$ cat src/huffman_tree_walk_decoder_macros.svh
// ----------------------------------------------------------------------------
// Assertion macros for the Huffman tree-walk decoder
// Concurrent checks on clk_i, off while rst_ni is low; empty in synthesis.
// ----------------------------------------------------------------------------
`ifndef HUFFMAN_TREE_WALK_DECODER_MACROS_SVH
`define HUFFMAN_TREE_WALK_DECODER_MACROS_SVH

`ifndef SYNTHESIS

// Same-cycle implication: ante |-> cons.
`define HTWD_ASSERT(label, ante, cons, msg) \
  label: assert property (@(posedge clk_i) disable iff (!rst_ni) (ante) |-> (cons)) \
    else $error(msg);

// Next-cycle implication: ante |=> cons.
`define HTWD_ASSERT_NXT(label, ante, cons, msg) \
  label: assert property (@(posedge clk_i) disable iff (!rst_ni) (ante) |=> (cons)) \
    else $error(msg);

`else

`define HTWD_ASSERT(label, ante, cons, msg)
`define HTWD_ASSERT_NXT(label, ante, cons, msg)

`endif

`endif

$ cat src/htwd_pkg.sv
// ----------------------------------------------------------------------------
// htwd_pkg
// Shared types and constants of the Huffman tree-walk decoder.
// ----------------------------------------------------------------------------
`default_nettype none

package htwd_pkg;

  localparam int NODE_COUNT_DEF = 512;
  localparam int BITS_PER_BYTE  = 8;
  localparam int BITS_W         = $clog2(BITS_PER_BYTE + 1);

  localparam int IDX_W   = 9;
  localparam int SYM_W   = 8;
  localparam int FBITS_W = 3;

  // input stream payload: node_index, child_zero, child_one, node_symbol, code_byte
  localparam int S_FIELDS_W = 3 * IDX_W + 2 * SYM_W;
  localparam int S_TDATA_W  = ((S_FIELDS_W + 7) / 8) * 8;
  localparam int M_TDATA_W  = SYM_W;

  localparam logic [SYM_W-1:0] SYM_INNER = '0;
  localparam logic [SYM_W-1:0] SYM_FLAG  = '1;

  localparam logic [0:0] REG_FINAL_BITS = 1'b0;

  typedef enum logic {
    OP_NODE = 1'b0,
    OP_CODE = 1'b1
  } op_e;

  typedef enum logic [1:0] {
    STATUS_OK      = 2'd0,
    STATUS_MISSING = 2'd1,
    STATUS_SYM255  = 2'd2
  } status_e;

  typedef enum logic [1:0] {
    ST_IDLE,
    ST_WALK,
    ST_FLUSH
  } walk_state_e;

  typedef struct packed {
    logic [IDX_W-1:0] child_one;
    logic [IDX_W-1:0] child_zero;
    logic [SYM_W-1:0] symbol;
  } node_t;

  // walker to output stage: one committed result or the end of a byte
  typedef struct packed {
    logic             push;
    logic             flush;
    logic [SYM_W-1:0] symbol;
    status_e          status;
  } res_req_t;

endpackage

`default_nettype wire

$ cat src/htwd_walker.sv
// ----------------------------------------------------------------------------
// htwd_walker
// Takes items, walks the tree on code bits MSB first, at most one bit a cycle.
// ----------------------------------------------------------------------------
`default_nettype none

`include "huffman_tree_walk_decoder_macros.svh"

module htwd_walker import htwd_pkg::*; #(
  parameter int NODE_COUNT = NODE_COUNT_DEF
) (
  input  wire logic               clk_i,
  input  wire logic               rst_ni,
  input  wire logic               item_valid_i,
  output logic                    item_ready_o,
  input  wire logic               op_i,
  input  wire logic [IDX_W-1:0]   node_index_i,
  input  wire logic [IDX_W-1:0]   child_zero_i,
  input  wire logic [IDX_W-1:0]   child_one_i,
  input  wire logic [SYM_W-1:0]   node_symbol_i,
  input  wire logic [SYM_W-1:0]   code_byte_i,
  input  wire logic               final_byte_i,
  input  wire logic [FBITS_W-1:0] final_bits_i,
  output logic                    wr_en_o,
  output logic [IDX_W-1:0]        wr_idx_o,
  output node_t                   wr_node_o,
  output logic                    rd_en_o,
  output logic [IDX_W-1:0]        rd_idx_o,
  input  wire node_t              rd_node_i,
  input  wire node_t              root_i,
  output res_req_t                req_o,
  input  wire logic               res_rdy_i
);

  walk_state_e              state_q, state_d;
  logic [BITS_PER_BYTE-1:0] sr_q, sr_d;
  logic [BITS_W-1:0]        bits_q, bits_d;
  logic                     final_q, final_d;
  logic [IDX_W-1:0]         cur_q, cur_d;
  logic                     src_mem_q, src_mem_d;
  logic                     chk_sym_q, chk_sym_d;

  logic                     hit_sym;
  node_t                    kids;
  logic [IDX_W-1:0]         nxt;
  logic                     nxt_ok;
  logic                     bit_pend;

  // a node fetched on the previous bit may be a leaf
  assign hit_sym  = src_mem_q && chk_sym_q && (rd_node_i.symbol != SYM_INNER);
  assign kids     = (src_mem_q && !hit_sym) ? rd_node_i : root_i;
  assign nxt      = sr_q[BITS_PER_BYTE-1] ? kids.child_one : kids.child_zero;
  assign nxt_ok   = (nxt != '0) && (32'(nxt) < 32'(NODE_COUNT));
  assign bit_pend = bits_q != '0;

  assign wr_idx_o  = node_index_i;
  assign wr_node_o = '{child_one: child_one_i, child_zero: child_zero_i,
                       symbol: node_symbol_i};

  always_comb begin
    state_d      = state_q;
    sr_d         = sr_q;
    bits_d       = bits_q;
    final_d      = final_q;
    cur_d        = cur_q;
    src_mem_d    = src_mem_q;
    chk_sym_d    = chk_sym_q;
    item_ready_o = 1'b0;
    wr_en_o      = 1'b0;
    rd_en_o      = 1'b0;
    rd_idx_o     = cur_q;
    req_o        = '{push: 1'b0, flush: 1'b0, symbol: SYM_INNER, status: STATUS_OK};

    case (state_q)
      ST_IDLE: begin
        item_ready_o = 1'b1;
        if (item_valid_i) begin
          if (op_i == OP_NODE) begin
            wr_en_o = 1'b1;
          end else begin
            sr_d    = code_byte_i;
            final_d = final_byte_i;
            if (final_byte_i && (final_bits_i != '0)) begin
              bits_d = BITS_W'(final_bits_i);
            end else begin
              bits_d = BITS_W'(BITS_PER_BYTE);
            end
            // re-read a non-root current node: it may have been rewritten
            if (cur_q != '0) begin
              rd_en_o   = 1'b1;
              src_mem_d = 1'b1;
              chk_sym_d = 1'b0;
            end else begin
              src_mem_d = 1'b0;
            end
            state_d = ST_WALK;
          end
        end
      end

      ST_WALK: begin
        if (hit_sym) begin
          req_o.push   = res_rdy_i;
          req_o.symbol = rd_node_i.symbol;
          req_o.status = (rd_node_i.symbol == SYM_FLAG) ? STATUS_SYM255 : STATUS_OK;
          if (res_rdy_i) begin
            cur_d     = '0;
            src_mem_d = 1'b0;
            // a missing child from the root is left for a later result of its own
            if (bit_pend && nxt_ok) begin
              sr_d      = {sr_q[BITS_PER_BYTE-2:0], 1'b0};
              bits_d    = bits_q - BITS_W'(1);
              rd_en_o   = 1'b1;
              rd_idx_o  = nxt;
              cur_d     = nxt;
              src_mem_d = 1'b1;
              chk_sym_d = 1'b1;
            end
          end
        end else if (!bit_pend) begin
          state_d = ST_FLUSH;
        end else if (!nxt_ok) begin
          req_o.push   = res_rdy_i;
          req_o.symbol = SYM_INNER;
          req_o.status = STATUS_MISSING;
          if (res_rdy_i) begin
            sr_d      = {sr_q[BITS_PER_BYTE-2:0], 1'b0};
            bits_d    = bits_q - BITS_W'(1);
            cur_d     = '0;
            src_mem_d = 1'b0;
          end
        end else begin
          sr_d      = {sr_q[BITS_PER_BYTE-2:0], 1'b0};
          bits_d    = bits_q - BITS_W'(1);
          rd_en_o   = 1'b1;
          rd_idx_o  = nxt;
          cur_d     = nxt;
          src_mem_d = 1'b1;
          chk_sym_d = 1'b1;
        end
      end

      ST_FLUSH: begin
        req_o.flush = res_rdy_i;
        if (res_rdy_i) begin
          if (final_q) begin
            cur_d = '0;
          end
          state_d = ST_IDLE;
        end
      end

      default: begin
        state_d = ST_IDLE;
      end
    endcase
  end

  always_ff @(posedge clk_i or negedge rst_ni) begin
    if (!rst_ni) begin
      state_q   <= ST_IDLE;
      bits_q    <= '0;
      final_q   <= 1'b0;
      cur_q     <= '0;
      src_mem_q <= 1'b0;
      chk_sym_q <= 1'b0;
    end else begin
      state_q   <= state_d;
      bits_q    <= bits_d;
      final_q   <= final_d;
      cur_q     <= cur_d;
      src_mem_q <= src_mem_d;
      chk_sym_q <= chk_sym_d;
    end
  end

  always_ff @(posedge clk_i) begin
    sr_q <= sr_d;
  end

  `HTWD_ASSERT(a_idle_no_bits, state_q == ST_IDLE, bits_q == '0, "bits left while idle")
  `HTWD_ASSERT(a_rd_not_root, rd_en_o, rd_idx_o != '0, "table read of the root entry")
  `HTWD_ASSERT(a_no_rd_after_last, (state_q == ST_WALK) && !bit_pend, !rd_en_o,
               "table read after the last bit")

endmodule

`default_nettype wire

$ cat config.mk
export PLATFORM = sky130hd
export DESIGN_NAME = htwd_walker
export DESIGN_NICKNAME = d
export VERILOG_FILES = /design/src/htwd_pkg.sv /design/src/htwd_walker.sv
export VERILOG_INCLUDE_DIRS = /design/src /design/src/src
export SDC_FILE = /design/constraint.sdc
export NUM_CORES = 1
export LEC_CHECK = 0
export BUFFER_PORTS_ARGS = -buffer_cell sky130_fd_sc_hd__clkbuf_2
export CAP_MARGIN = 20
export CORE_MARGIN = 1
export CORE_UTILIZATION = 40
export DETAILED_ROUTE_END_ITERATION = 12
export GPL_ROUTABILITY_DRIVEN = 0
export HOLD_SLACK_MARGIN = 0.15
export PLACE_DENSITY = 0.81
export SYNTH_ARGS = -nofsm -noshare
export SYNTH_HDL_FRONTEND = slang
export SYNTH_SLANG_ARGS = --single-unit
$ cat constraint.sdc
create_clock -name clk_i -period 7.04 [get_ports clk_i]
set_input_delay 0.352 -clock clk_i [delete_from_list [all_inputs] [get_ports clk_i]]
set_output_delay 0.352 -clock clk_i [all_outputs]
set_load 0.02 [all_outputs]
==> reports/metrics.yaml <==
p_leak_nw: 1.22
path_clk_slew_ps: 90
finalWorstPathRequiredPeriod_ps: 3940
syn-num-nets: 401
r2r-end: "src_mem_q$_DFFE_PN0P_"
final_layout_size_suffix_gt1_share_pct: 32.0
powerDensity_nw_per_um2: 490
pin_count: 163
synth-simple-area-share_pct: 24.8
firstDrtPassIters: 7
yosysSeqAreaShare_pct: 29.2
ys_types: 52
routedWlPerCell_um: 14.4
die_x_um: 78.9
setup_tns_ps: 0
synthAdderAreaFrac_pct: 0.529
io_buffers: 84
synthFlopType: "dfrtp_1"
async_reset_ff_share_pct: 69.2
initial_core_util_pct: 42.2
path_cells: "clkbuf_2, or4_1, o21ai_2, a221oi_1, o211ai_1, nor4_2, nor3_2, mux2_2, clkbuf_2"
arrival_ps: 3590
grt_pass1_wl_um: 9200
tightest_slew_ps: 910
path_buf_inv: 2
synth_mux_area_share_pct: 6.40
final_cell_mix: "84 x clkbuf_2, 37 x nand2_1, 21 x nor2_1"
worstSkewPairLatency_ps: 270
crit_path_frequent_cell: "clkbuf_2"
drv_cap: 0
pwr-share-seq_pct: 24.1
cts_inserted_buffers: 3
rrSetupSlack_ps: 3860
min_path_type: "in2reg"
synth-seq-cells: 26
path_max_fanout: 15
yosys_warnings: 0
critPathTopFamily: "simple AND/OR/NAND/NOR gates"
gr-usage-all-layers_pct: 18.4
dieArea_sq_um: 6230
syn_avg_cell_area_sq_um: 8.00
power.switching_mw: 0.676
p_comb_share_pct: 69.3
cts_tree: "done"
rsz0062_at_grt: "false"
synth_top_family_by_area: "simple AND/OR/NAND/NOR gates"
worstHoldStart: "code_byte_i[5]"
post_cts_resized: 0
place_hpwl_um: 4600
crit_path_end_kind: "output port"
setup_viol: 0
worstSetupStartpointType: "primary input"
worstHoldPathCells: 3
status: "finished, final reports clean"
p_sw_share_pct: 52.2
final_core_util_pct: 47.2
rows: 27
ant_nets: 0
synth_compound_area_share_pct: 22.8
drt-total-wl_um: 5900
die_h_um: 78.9
syn_area_sq_um: 2370
fp.coreArea_sq_um: 5610
grt_max_degree: 36
criticalPathCategory: "in2out"
fin_skew_ps: 5.72
grt_antenna_before_repair: 0
cp.required_ps: 6690
reg2reg_depth: 6
viasPerCell: 5.49
diodes: 0
grt_overflow: 0
first_iter_violations: 175
irDropWorstVdd_mv: 0.248
nets: 444
grt_pass1_vias: 2037
fin_crit_sh_pct: 56.0
relSlewSlack_pct: 39.0
synth-edff-count: 8
syn_to_final_growth_pct: 11.8
fmax_mhz: 254
slowest_delay_ps: 770
postSynthCellCount: 296
p_total_mw: 1.30
slowest_stage: "nor3_2"
cts_htree_levels: 1
routed-via-count: 2250
nFillCells: 549
finalHoldViolCount: 0
drv_slew: 0
pwr-share-clk_pct: 6.6
drc_errors: 0
cts.sinks: 26
cts-root-buf: "clkbuf_8"
r2r_start: "src_mem_q$_DFFE_PN0P_"
final_common_cell: "clkbuf_2"
synth_xor_area_share_pct: 0
cp-startpoint: "rd_node_i[3]"
holdPathEnd: "sr_q[5]$_DFFE_PP_"
p_int_mw: 0.619
cts_buffer_depth: 2
## synthesized netlist by cell type (all sizes together) (6+ instances only)
library cell | count | area (sq um)
mux2 | 9 | 101
buf | 40 | 284
nand3 | 6 | 30.0
and2 | 8 | 50.1
edfxtp | 8 | 240
clkbuf | 8 | 30.0
nor2b | 9 | 56.3
inv | 19 | 71.3
a21oi | 11 | 58.8
nor3 | 7 | 40.0
o22ai | 7 | 43.8
nand2 | 37 | 139
o21ai | 19 | 103
o211ai | 6 | 45.0
dfrtp | 18 | 450
nor2 | 21 | 78.8
## worst max path at each step
stage	to	slack, ps	depth (start not counted)
finish	rd_idx_o[1]	3100	9
CTS	rd_idx_o[1]	2850	8
global placement	rd_idx_o[1]	3110	9
global route	rd_idx_o[1]	2820	9
floorplan	rd_idx_o[0]	4040	9
detailed placement	rd_idx_o[1]	3110	9
## sequential cells by signal, summed over array words and instances (netlist names)
signal	cells
cur_q	9
sr_q	8
bits_q	4
state_q	2
chk_sym_q	1
final_q	1
src_mem_q	1
## layer usage
layer	wire (um)	vias to the layer above	track usage, %
met5	0	-	0
met4	74	0	5.09
met3	344	12	2.53
met2	2800	102	31.7
met1	2680	1024	23.9
li1	-	1112	-
## through the flow
stage          hold WS (ps)  area (sq um)  setup WS [ps]  instances
3_3_place_gp            320          2560           3110        404
5_1_grt                 344          2650           2820        410
4_1_cts                 346          2620           2850        409
3_5_place_dp            326          2560           3110        404
2_1_floorplan          56.4          2370           4040        296
6_report                347          2650           3100        410
## timing repair
item | in CTS | in global routing
endpoints found under the setup margin | 0 | 0
hold endpoints to repair | 18 | 0
hold buffers | 1 | 0
buffers inserted | 0 | 0
## cell families (layout without fill, tap and decap cells)
logic type      after synthesis  after routing
mux                          14             14
compound gates               78             78
simple gates                110            110
fa+ha+maj                     1              1
flops                        26             26
buf+inv                      67            109
## worst min-delay path: cells and delay by family
family                 cells  cell delay [ps]
and+or+nand+nor            2               90
buffers and inverters      1               70
## cell type report
cell class	count	area, sq um	area share, %
Multi-Input combinational cell	203	1290	48.8
Sequential cell	26	691	26.1
Timing Repair Buffer	86	458	17.3
Tap cell	72	90.1	3.40
Inverter	19	71.3	2.70
Clock buffer	4	45.0	1.70
## power groups by stage
| stage | sequential, mW | combinational (mW) | clock (mW) |
|---|---|---|---|
| after floorplan | 0.280 | 0.715 | 0 |
| after CTS | 0.334 | 0.855 | 0.0876 |
| after detailed placement | 0.338 | 0.851 | 0 |
| after global routing | 0.322 | 0.990 | 0.0936 |
| after global placement | 0.333 | 0.834 | 0 |
| final | 0.312 | 0.898 | 0.0856 |
No activity file was read; power rests on OpenSTA's default activity.
