### config.mk
export PLATFORM = sky130hd
export DESIGN_NAME = htwd_out
export DESIGN_NICKNAME = d
export VERILOG_FILES = /design/src/htwd_pkg.sv /design/src/htwd_out.sv
export VERILOG_INCLUDE_DIRS = /design/src /design/src/src
export SDC_FILE = /design/constraint.sdc
export NUM_CORES = 1
export LEC_CHECK = 0
export CAP_MARGIN = 30
export CORE_ASPECT_RATIO = 1.2
export CORE_UTILIZATION = 25
export DETAILED_ROUTE_END_ITERATION = 10
export DONT_BUFFER_PORTS = 1
export SYNTH_ARGS = -nofsm -noshare
export SYNTH_HDL_FRONTEND = slang
export SYNTH_SLANG_ARGS = --single-unit
### constraint.sdc
create_clock -name clk_i -period 1.2 [get_ports clk_i]
set_clock_uncertainty 0.05 [all_clocks]
set_input_delay 0.06 -clock clk_i [delete_from_list [all_inputs] [get_ports clk_i]]
set_output_delay 0.06 -clock clk_i [all_outputs]
set_load 0.02 [all_outputs]
### src/huffman_tree_walk_decoder_macros.svh
// ----------------------------------------------------------------------------
// Assertion macros for the Huffman tree-walk decoder
// Concurrent checks on clk_i, off while rst_ni is low; empty in synthesis.
// ----------------------------------------------------------------------------
`ifndef HUFFMAN_TREE_WALK_DECODER_MACROS_SVH
`define HUFFMAN_TREE_WALK_DECODER_MACROS_SVH

`ifndef SYNTHESIS

// Same-cycle implication: ante |-> cons.
`define HTWD_ASSERT(label, ante, cons, msg) \
  label: assert property (@(posedge clk_i) disable iff (!rst_ni) (ante) |-> (cons)) \
    else $error(msg);

// Next-cycle implication: ante |=> cons.
`define HTWD_ASSERT_NXT(label, ante, cons, msg) \
  label: assert property (@(posedge clk_i) disable iff (!rst_ni) (ante) |=> (cons)) \
    else $error(msg);

`else

`define HTWD_ASSERT(label, ante, cons, msg)
`define HTWD_ASSERT_NXT(label, ante, cons, msg)

`endif

`endif

### src/htwd_pkg.sv
// ----------------------------------------------------------------------------
// htwd_pkg
// Shared types and constants of the Huffman tree-walk decoder.
// ----------------------------------------------------------------------------
`default_nettype none

package htwd_pkg;

  localparam int NODE_COUNT_DEF = 512;
  localparam int BITS_PER_BYTE  = 8;
  localparam int BITS_W         = $clog2(BITS_PER_BYTE + 1);

  localparam int IDX_W   = 9;
  localparam int SYM_W   = 8;
  localparam int FBITS_W = 3;

  // input stream payload: node_index, child_zero, child_one, node_symbol, code_byte
  localparam int S_FIELDS_W = 3 * IDX_W + 2 * SYM_W;
  localparam int S_TDATA_W  = ((S_FIELDS_W + 7) / 8) * 8;
  localparam int M_TDATA_W  = SYM_W;

  localparam logic [SYM_W-1:0] SYM_INNER = '0;
  localparam logic [SYM_W-1:0] SYM_FLAG  = '1;

  localparam logic [0:0] REG_FINAL_BITS = 1'b0;

  typedef enum logic {
    OP_NODE = 1'b0,
    OP_CODE = 1'b1
  } op_e;

  typedef enum logic [1:0] {
    STATUS_OK      = 2'd0,
    STATUS_MISSING = 2'd1,
    STATUS_SYM255  = 2'd2
  } status_e;

  typedef enum logic [1:0] {
    ST_IDLE,
    ST_WALK,
    ST_FLUSH
  } walk_state_e;

  typedef struct packed {
    logic [IDX_W-1:0] child_one;
    logic [IDX_W-1:0] child_zero;
    logic [SYM_W-1:0] symbol;
  } node_t;

  // walker to output stage: one committed result or the end of a byte
  typedef struct packed {
    logic             push;
    logic             flush;
    logic [SYM_W-1:0] symbol;
    status_e          status;
  } res_req_t;

endpackage

`default_nettype wire

### src/htwd_out.sv
// ----------------------------------------------------------------------------
// htwd_out
// Holds back one result until the next shows whether it ends the byte.
// ----------------------------------------------------------------------------
`default_nettype none

`include "huffman_tree_walk_decoder_macros.svh"

module htwd_out import htwd_pkg::*; (
  input  wire logic         clk_i,
  input  wire logic         rst_ni,
  input  wire res_req_t     req_i,
  output logic              res_rdy_o,
  output logic              m_valid_o,
  input  wire logic         m_ready_i,
  output logic [SYM_W-1:0]  m_symbol_o,
  output status_e           m_status_o,
  output logic              m_last_o
);

  logic             pend_valid_q, pend_valid_d;
  logic [SYM_W-1:0] pend_sym_q;
  status_e          pend_st_q;
  logic             out_valid_q, out_valid_d;
  logic [SYM_W-1:0] out_sym_q;
  status_e          out_st_q;
  logic             out_last_q;
  logic             out_free;
  logic             load_out;

  assign out_free  = !out_valid_q || m_ready_i;
  assign res_rdy_o = !pend_valid_q || out_free;
  assign load_out  = (req_i.push || req_i.flush) && pend_valid_q;

  always_comb begin
    pend_valid_d = pend_valid_q;
    if (req_i.push) begin
      pend_valid_d = 1'b1;
    end else if (req_i.flush) begin
      pend_valid_d = 1'b0;
    end
    out_valid_d = out_valid_q;
    if (load_out) begin
      out_valid_d = 1'b1;
    end else if (m_ready_i) begin
      out_valid_d = 1'b0;
    end
  end

  always_ff @(posedge clk_i or negedge rst_ni) begin
    if (!rst_ni) begin
      pend_valid_q <= 1'b0;
      out_valid_q  <= 1'b0;
    end else begin
      pend_valid_q <= pend_valid_d;
      out_valid_q  <= out_valid_d;
    end
  end

  always_ff @(posedge clk_i) begin
    if (load_out) begin
      out_sym_q  <= pend_sym_q;
      out_st_q   <= pend_st_q;
      out_last_q <= req_i.flush;
    end
    if (req_i.push) begin
      pend_sym_q <= req_i.symbol;
      pend_st_q  <= req_i.status;
    end
  end

  assign m_valid_o  = out_valid_q;
  assign m_symbol_o = out_sym_q;
  assign m_status_o = out_st_q;
  assign m_last_o   = out_last_q;

  `HTWD_ASSERT(a_push_xor_flush, req_i.push, !req_i.flush, "push and flush together")
  `HTWD_ASSERT(a_no_overwrite, load_out, out_free, "output register overwritten")
  `HTWD_ASSERT_NXT(a_flush_empties, req_i.flush, !pend_valid_q, "result held after flush")

endmodule

`default_nettype wire

==> run_results.csv, run 1 <==
group,metric,value,unit
status,status,"finished clean",
timing,finalWorstSetupSlack,0.0451,ns
worst_setup_path,crit_path_start,"m_valid_o",
clocking,h-tree-depth,1,
layout,area_growth,32.7,%
timing,finalCritPeriodShare,96.2,%
route,dr.pass1.iters,2,
power_and_ir_drop,p_leak,0.340,nW
yosys,synth-seq-area-share,95.1,%
yosys,synth-adder-area-share,0,%
worst_setup_path,crit_family,"flip-flops",
layout,drive_gt1_share,12.0,%
power_and_ir_drop,clkPwrFrac,23.5,%
worst_setup_path,arrival,1.04,ns
worst_setup_path,crit_path_max_fanout,3,
yosys,synth_xor_area_share,0,%
layout,fin_nets,66,
yosys,syn_nets,44,
placed_design,port_buffers,0,
yosys,synthMuxAreaShare,0,%
clocking,clk_pin_slew,0.12,ns
floorplanning,start_util,27.2,%
layout,fin_util,36.1,%
yosys,yosys_warnings,0,
route,num_vias,335,
yosys,netlist-cell-type-count,6,
run,drv_cap,0,
clocking,cts_max_path_buffers,2,
power_and_ir_drop,p_sw,309,uW
clocking,cts.sinks,23,
timing,slew_violations,0,
worst_setup_path,r2r_start,"pend_valid_q",
placed_design,gp_congestion,0.559,
yosys,syn_avg_cell_area,24.7,um2
yosys,syn_inst,29,
timing,finalCriticalPeriod,1.15,ns
floorplanning,dieWidth,50.8,um
grt,grt_max_degree,13,
floorplanning,core,2630,um2
worst_setup_path,ff2ff_setup_slack,0.11,ns
route,routed_via_density,4.04,
worst_setup_path,end_kind,"primary output",
layout,diodes,0,
layout,multi_input_area,28.8,um2
grt,grt.overflow.total,0,
timing,tightest_slew,0.499,ns
yosys,synth-seq-cells,23,
grt,grt.total_usage,7.90,%
yosys,synth_top_family_by_area,"compound AO/OA/AOI/OAI gates",
grt,grt_pass1_vias,359,
worst_setup_path,crit_required,1.09,ns
timing,final-setup-viol-count,0,
worst_setup_path,cp_slowest_cell,"dfrtp_1",
route,routedWlPerCell,12.9,um
worst_setup_path,crit_type,"reg -> out",
layout,fillers,266,
route,drc_errors,0,
yosys,syn-cell-area,716,um2
yosys,synth_compound_area_share,3.15,%
power_and_ir_drop,swShare,21.5,%
route,wl,1070,um
worst_hold_path,min_from,"req_i[11]",
worst_setup_path,cpPeakStageDelay,0.50,ns
clocking,clk_latency,0.30,ns
grt,grt_pass1_wl,1610,um
route,drtAntennaViolNets,0,
timing,max-slew-margin-rel,66.6,%
timing,max_freq,866,MHz
timing,rsz0062_at_grt,"no",
floorplanning,die-height,60.6,um
placed_design,dp_slack,-0.0220,ns
floorplanning,io_pins,28,
worst_setup_path,start_kind,"flip-flop",
power_and_ir_drop,ir_drop,0.688,mV
power_and_ir_drop,power-per-cell-area,1510,nW/um2
power_and_ir_drop,p_comb_share,5.7,%
clocking,numCtsBuffers,3,
route,drt_iter0_drc,1,
worst_setup_path,critical_path_buf_inv_count,0,
layout,ff_latch_area,681,um2
power_and_ir_drop,power_frac_seq,70.9,%
clocking,cts_root_buffer,"clkbuf_4",
power_and_ir_drop,p_int,1.13,mW
floorplanning,rows,20,
floorplanning,die-area,3080,um2
timing,hold_violations,0,
yosys,yosys.area_share.simple,0.699,%
worst_hold_path,hold_class,"in -> reg",
grt,antenna_found_initial,0,
worst_setup_path,crit_chain,"nand3_1",
clocking,tritoncts,"built",
power groups by stage:
stage / Combinational, mW / Clock, mW / Sequential (mW)
after global placement: 0.0331 / 0 / 1.04
after CTS: 0.0817 / 0.349 / 1.02
after detailed placement: 0.0346 / 0 / 1.04
final: 0.0818 / 0.337 / 1.02
after floorplan: 0.0215 / 0 / 1.03
after global routing: 0.0894 / 0.378 / 1.02
worst reg2reg max path: stages (launching register included):
cell and delay [ns]:
dfrtp_1 0.41, o21a_2 0.22, buf_4 0.18, a21o_1 0.14
cells in the final DEF, fill, tap and decap left out, drive strengths merged:
cell / n
edfxtp: 21
dlygate4sd3: 15
clkbuf: 4
inv: 2
a21o: 2
dfrtp: 2
buf: 2
o21a: 1
nand3: 1
synthesized netlist by cell type, drive strengths merged:
master / n / area share (%)
inv: 2 / 1.0
edfxtp: 21 / 88
dfrtp: 2 / 7.0
o21a: 1 / 1.0
nand3: 1 / 0.70
a21o: 2 / 2.1
registers in the layout, summed over array words and instances, names as in the netlist:
| signal | flops |
|---|---|
| m_symbol_o | 8 |
| pend_valid_q | 1 |
| m_valid_o | 1 |
| pend_st_q | 2 |
| pend_sym_q | 8 |
| m_last_o | 1 |
| m_status_o | 2 |
repair_timing:
item | CTS | global route
hold buffers | 15 | 0
setup endpoints to repair | 12 | 0
hold endpoints to repair | 25 | 0
resized for setup | 1 | 0
buffers inserted | 0 | 0
worst paths after layout:
path                                      end  depth (start not counted)
worst max-delay path                res_rdy_o                          1
worst min-delay path                 m_last_o                          1
worst max register to register      m_valid_o                          3
worst min register to register  m_symbol_o[4]                          0
max in group asynchronous        pend_valid_q                          2
min in group asynchronous           m_valid_o                          2
per-stage QoR:
| step | cells | hold slack [ns] | power (mW) | instance area (um2) | TNS [ns] |
|---|---|---|---|---|---|
| 5_1_grt | 83 | 0.202 | 1.49 | 950 | 0 |
| 6_report | 83 | 0.175 | 1.44 | 950 | 0 |
| 4_1_cts | 83 | 0.178 | 1.45 | 950 | 0 |
| 3_3_place_gp | 64 | -0.286 | 1.07 | 772 | -0.00581 |
| 2_1_floorplan | 29 | -0.286 | 1.05 | 716 | 0 |
| 3_5_place_dp | 64 | -0.286 | 1.07 | 772 | -0.238 |
cell families after synthesis:
| logic type | Yosys count |
|---|---|
| flip-flops | 23 |
| AO/OA/AOI/OAI | 3 |
| buffers and inverters | 2 |
| AND/OR/NAND/NOR | 1 |
per-layer routing:
layer	up-vias	part of all wire (%)	wire length (um)	track usage, %
met2	22	50	538	13.9
met4	0	2.4	26	7.14
met1	156	42	451	7.67
met3	4	5.1	55	2.01
met5	-	0	0	0
li1	153	-	-	-
area by class of cell:
type | instances | share of cell area [%]
Inverter | 2 | 0.791
Timing Repair Buffer | 17 | 17.4
Multi-Input combinational cell | 4 | 3.03
Clock buffer | 4 | 2.77
Tap cell | 33 | 4.35
Sequential cell | 23 | 71.7
Power figures use the tool's default switching activity.
==> inputs of run 2 (changes only) <==
--- a/config.mk
+++ b/config.mk
@@ -8,9 +8,11 @@
 export LEC_CHECK = 0
 export CAP_MARGIN = 30
 export CORE_ASPECT_RATIO = 1.2
+export CORE_MARGIN = 2
 export CORE_UTILIZATION = 25
 export DETAILED_ROUTE_END_ITERATION = 10
 export DONT_BUFFER_PORTS = 1
+export MAX_ROUTING_LAYER = met4
 export SYNTH_ARGS = -nofsm -noshare
 export SYNTH_HDL_FRONTEND = slang
 export SYNTH_SLANG_ARGS = --single-unit
==> run 2 against run 1 <==
The flow now finishes with violations (negative hold slack). Combinational power up 4.8%. Flip-flop and latch count stayed put. Power rose by 0.58%.
==> run_results.csv, run 2 (same netlist as run 1, synthesis figures left out) <==
group,metric,value,unit
status,status,"complete, but fails checks",
status,violations,"negative hold slack",
worst_setup_path,arrival,1.01,ns
power_and_ir_drop,p_sw,318,uW
clocking,clk_latency,0.30,ns
layout,diodes,0,
worst_setup_path,crit_type,"reg -> out",
run,drv_cap,0,
grt,grt_pass1_wl,1660,um
worst_setup_path,ff2ff_setup_slack,0.13,ns
worst_setup_path,cpPeakStageDelay,0.48,ns
floorplanning,io_pins,28,
worst_setup_path,critical_path_buf_inv_count,0,
timing,final-setup-viol-count,0,
layout,stdcell_count,83,
placed_design,gp_congestion,0.596,
worst_setup_path,crit_chain,"nand3_1",
timing,tns,0,ns
grt,grt_max_degree,14,
route,drc_errors,0,
clocking,cts_root_buffer,"clkbuf_4",
floorplanning,die-area,3310,um2
grt,antenna_found_initial,0,
grt,grt.overflow.total,0,
worst_setup_path,end_kind,"primary output",
route,drtAntennaViolNets,0,
timing,finalCriticalPeriod,1.12,ns
power_and_ir_drop,clkPwrFrac,23.5,%
clocking,cts_max_path_buffers,2,
layout,drive_gt1_share,12.2,%
clocking,h-tree-depth,1,
layout,final_common_cell,"edfxtp_1",
layout,fin_nets,65,
clocking,cts_setup_buffers,0,
worst_hold_path,hold_class,"in -> reg",
worst_setup_path,crit_family,"flip-flops",
floorplanning,core,2760,um2
route,num_vias,322,
layout,final_cell_mix,"21 x edfxtp_1, 15 x dlygate4sd3_1, 3 x clkbuf_4",
route,routed_via_density,3.88,
worst_setup_path,crit_required,1.09,ns
route,wl,1080,um
worst_setup_path,crit_path_max_fanout,3,
timing,hold_ws,-0.00582,ns
layout,fillers,280,
clocking,numCtsBuffers,3,
floorplanning,rows,21,
power_and_ir_drop,power_frac_seq,70.6,%
timing,max-slew-margin-rel,66.7,%
power_and_ir_drop,p_leak,0.342,nW
route,drt_iter0_drc,1,
worst_setup_path,cp_slowest_cell,"dfrtp_2",
worst_setup_path,start_kind,"flip-flop",
floorplanning,start_util,25.9,%
power_and_ir_drop,p_int,1.13,mW
placed_design,port_buffers,0,
route,dr.pass1.iters,3,
grt,grt_pass1_vias,378,
clocking,clk_pin_slew,0.12,ns
timing,rsz0062_at_grt,"no",
placed_design,dp_cells,64,
timing,hold_violations,1,
timing,finalCritPeriodShare,93.0,%
power_and_ir_drop,ir_drop,0.785,mV
floorplanning,die-height,62.6,um
route,routedWlPerCell,13.0,um
floorplanning,dieWidth,52.8,um
grt,grt.total_usage,7.19,%
timing,tightest_slew,0.497,ns
placed_design,dp_hpwl,686,um
layout,area_growth,33.7,%
clocking,tritoncts,"built",
power_and_ir_drop,power-per-cell-area,1510,nW/um2
timing,max_freq,896,MHz
power_and_ir_drop,p_comb_share,5.9,%
clocking,cts.sinks,23,
timing,slew_violations,0,
power_and_ir_drop,swShare,22.0,%
==> run 2: repair_timing <==
| action | 4_1_cts | 5_1_grt |
|---|---|---|
| hold buffers | 14 | 1 |
| hold endpoints to repair | 25 | 11 |
| resized for setup | 0 | 1 |
| endpoints found under the setup margin | 0 | 1 |
==> run 2: cell type report <==
cell class              count  area, um2  area share [%]
flip-flops and latches     23        682            71.2
repair buffers             16        170            17.8
inverters                   2       7.51           0.784
well taps                  34       42.5            4.44
multi-input cells           4       27.5            2.88
clock inverters             1       5.00           0.523
clock buffers               3       22.5            2.35
==> run 2: power groups by stage <==
stage	registers [mW]	logic [mW]	clock network, mW
2_1_floorplan	1.03	0.0215	0
3_3_place_gp	1.04	0.0384	0
3_5_place_dp	1.04	0.0385	0
4_1_cts	1.02	0.0763	0.350
5_1_grt	1.03	0.0933	0.395
6_report	1.02	0.0857	0.340
==> run 2: through the flow <==
| step | total power [mW] | hold WS [ns] | cell area (um2) | setup WS, ns | util (%) |
|---|---|---|---|---|---|
| detailed placement | 1.08 | -0.286 | 778 | 0.159 | 28.2 |
| floorplan | 1.05 | -0.286 | 716 | 0.107 | - |
| finish | 1.45 | -0.00582 | 957 | 0.0845 | 34.7 |
| global route | 1.52 | -0.00820 | 957 | 0.0387 | 34.7 |
| global placement | 1.08 | -0.286 | 778 | 0.176 | 28.2 |
| CTS | 1.45 | -0.215 | 946 | 0.0290 | 34.3 |
==> run 2: layer usage <==
layer  vias up  global-route usage, %  wire length (um)
met1       151                   7.28               431
met2        20                   12.3               586
met5         -                      -                 0
met4         0                   2.88                 0
li1        151                      -                 -
met3         0                   2.39                63
==> run 2: final timing paths <==
path | from | to | cells after the start
worst max-delay path | m_valid_o | res_rdy_o | 1
worst min-delay path | req_i[11] | m_valid_o | 2
worst max register to register | pend_valid_q | m_symbol_o[7] | 2
worst min register to register | pend_sym_q[0] | m_symbol_o[0] | 0
max in group asynchronous | rst_ni | m_valid_o | 2
min in group asynchronous | rst_ni | m_valid_o | 2
==> inputs of run 3 (changes only) <==
--- a/config.mk
+++ b/config.mk
@@ -6,6 +6,7 @@
 export SDC_FILE = /design/constraint.sdc
 export NUM_CORES = 1
 export LEC_CHECK = 0
+export ABC_AREA = 1
 export CAP_MARGIN = 30
 export CORE_ASPECT_RATIO = 1.2
 export CORE_MARGIN = 2
@@ -13,6 +14,7 @@
 export DETAILED_ROUTE_END_ITERATION = 10
 export DONT_BUFFER_PORTS = 1
 export MAX_ROUTING_LAYER = met4
+export SLEW_MARGIN = 5
 export SYNTH_ARGS = -nofsm -noshare
 export SYNTH_HDL_FRONTEND = slang
 export SYNTH_SLANG_ARGS = --single-unit
==> run 3 against run 2 <==
The flow still finishes with violations (negative hold slack). Sequential power about the same. Die area is 0.17% higher. Core utilization fell by 0.73 points. First-iteration DRC count grew to 8.0 times the previous value. Final area fell by 2.1%. Synthesized cell count is 6.9% higher. Clock power shrank 1%. Sequential share of layout area rose by 1.5 points. Worst hold slack worse by 0.18 ns. Register-to-register slack better by 0.04 ns. Largest cell class unchanged.
==> run_results.csv, run 3 <==
group,metric,value,unit
worst_hold_path,hold_class,"in -> reg",
power_and_ir_drop,p_leak,0.335,nW
timing,final-setup-viol-count,0,
yosys,synth_edf_count,21,
grt,antenna_found_initial,0,
worst_setup_path,r2r_cells,3,
floorplanning,rows,21,
worst_setup_path,crit_required,1.09,ns
yosys,yosysMostFrequentCell,"edfxtp_1",
timing,max_freq,893,MHz
route,drc_errors,0,
clocking,tritoncts,"built",
clocking,cts_max_path_buffers,2,
worst_setup_path,arrival,1.01,ns
timing,rsz0062_at_grt,"no",
layout,final_cell_mix,"21 x edfxtp_1, 13 x dlygate4sd3_1, 3 x inv_1, 3 x clkbuf_4, 2 x nand2_1",
yosys,synth-seq-cells,23,
yosys,yosys.area.top_type,"edfxtp_1",
route,drt_iter0_drc,8,
grt,grt_pass1_vias,356,
worst_setup_path,critical_path_depth,1,
placed_design,port_buffers,0,
yosys,synth_top_flop_cell,"edfxtp_1",
route,num_vias,327,
worst_setup_path,crit_family,"flip-flops",
floorplanning,die-height,62.7,um
layout,diodes,0,
yosys,netlist.area_leader.share,88.0,%
status,status,"complete, but fails checks",
grt,grt.total_usage,8.01,%
clocking,cts_setup_buffers,0,
floorplanning,start_util,26.0,%
floorplanning,dieWidth,52.9,um
yosys,syn_nets,46,
yosys,synth_common_cells,"21 x edfxtp_1, 3 x inv_1, 2 x dfrtp_1, 2 x nand2_1",
clocking,cts_hold_buf,13,
clocking,clk_pin_slew,0.12,ns
worst_setup_path,start_kind,"flip-flop",
layout,drive_gt1_share,10.2,%
status,violations,"negative hold slack",
floorplanning,die-area,3310,um2
layout,fillers,276,
worst_hold_path,holdPathStages,0,
placed_design,dp_hpwl,724,um
timing,finalCriticalPeriod,1.12,ns
grt,grt.overflow.total,0,
timing,tns,0,ns
floorplanning,core,2760,um2
layout,area_growth,30.7,%
timing,hold_ws,-0.189,ns
grt,grt_max_degree,13,
route,routed_via_density,3.94,
worst_setup_path,end_kind,"primary output",
timing,slew_violations,0,
route,wl,1050,um
yosys,synth-seq-area-share,94.9,%
clocking,cts.sinks,23,
clocking,numCtsBuffers,3,
run,drv_cap,0,
timing,hold_violations,12,
yosys,synthArstFlopShare,8.70,%
worst_setup_path,crit_path_max_fanout,3,
clocking,h-tree-depth,1,
grt,grt_pass1_wl,1780,um
worst_setup_path,cp_slowest_cell,"dfrtp_2",
timing,max-slew-margin-rel,84.1,%
layout,ff_latch_area,682,um2
worst_setup_path,cpPeakStageDelay,0.48,ns
timing,finalCritPeriodShare,93.3,%
timing,tightest_slew,0.238,ns
yosys,yosys-top-cells-area,"edfxtp_1 88%, dfrtp_1 7.0%, inv_1 1.6%",
layout,final_common_cell,"edfxtp_1",
yosys,yosys_warnings,0,
layout,fin_nets,65,
yosys,netlist-cell-type-count,7,
power_and_ir_drop,ir_drop,0.682,mV
route,drtAntennaViolNets,0,
floorplanning,io_pins,28,
layout,multi_input_area,25.0,um2
power_and_ir_drop,finalPower,1.43,mW
route,routedWlPerCell,12.6,um
yosys,syn-cell-area,717,um2
yosys,syn_avg_cell_area,23.1,um2
power_and_ir_drop,power-per-cell-area,1530,nW/um2
clocking,clk_latency,0.29,ns
clocking,cts_root_buffer,"clkbuf_4",
worst_setup_path,crit_type,"reg -> out",
route,dr.pass1.iters,4,
yosys,syn_inst,31,
placed_design,gp_congestion,0.570,
worst_setup_path,crit_chain,"nand3_1",
worst_setup_path,critical_path_buf_inv_count,0,
[run 3: path summary, 6_finish.rpt]
check                                   start            end  slack (ns)
worst max-delay path                m_valid_o      res_rdy_o        0.08
worst min-delay path                req_i[11]  pend_sym_q[2]       -0.19
worst max register to register   pend_valid_q  m_symbol_o[6]        0.17
worst min register to register  pend_sym_q[1]  m_symbol_o[1]        0.38
max in group asynchronous              rst_ni      m_valid_o        0.52
min in group asynchronous              rst_ni   pend_valid_q        0.45
[run 3: cells by family after synthesis]
group | share of synthesized area, %
AOI/OAI and AO/OA | 1.74
buffers and inverters | 1.57
DFF | 94.9
and+or+nand+nor | 1.74
[run 3: where the power goes]
part,switching (mW),internal [mW]
logic,0.0292,0.0438
registers,0.0662,0.954
clock network,0.207,0.129
total,0.302,1.13
[run 3: per-stage QoR]
step | util, % | setup slack [ns] | instance area [um2] | std cells
finish | 34.0 | 0.0806 | 937 | 83
global route | 34.0 | 0.0221 | 937 | 83
CTS | 34.0 | 0.0594 | 937 | 83
detailed placement | 28.3 | 0.187 | 779 | 66
global placement | 28.3 | 0.196 | 779 | 66
floorplan | - | 0.157 | 717 | 31
[run 3: layer usage]
metal	track usage [%]	wire [um]
met1	9.09	372
met2	12.5	584
met3	2.63	75
met4	3.85	13
met5	-	0
[run 3: area by class of cell]
| type | count | area share, % |
|---|---|---|
| well taps | 34 | 4.54 |
| clock buffers | 4 | 2.80 |
| multi-input cells | 5 | 2.67 |
| inverters | 3 | 1.20 |
| flip-flops and latches | 23 | 72.8 |
| repair buffers | 14 | 16.0 |
[run 3: what timing repair did]
item                                    CTS  global route
endpoints found under the setup margin    1             0
endpoints found under the hold margin    25            12
gates resized for setup                   1             0
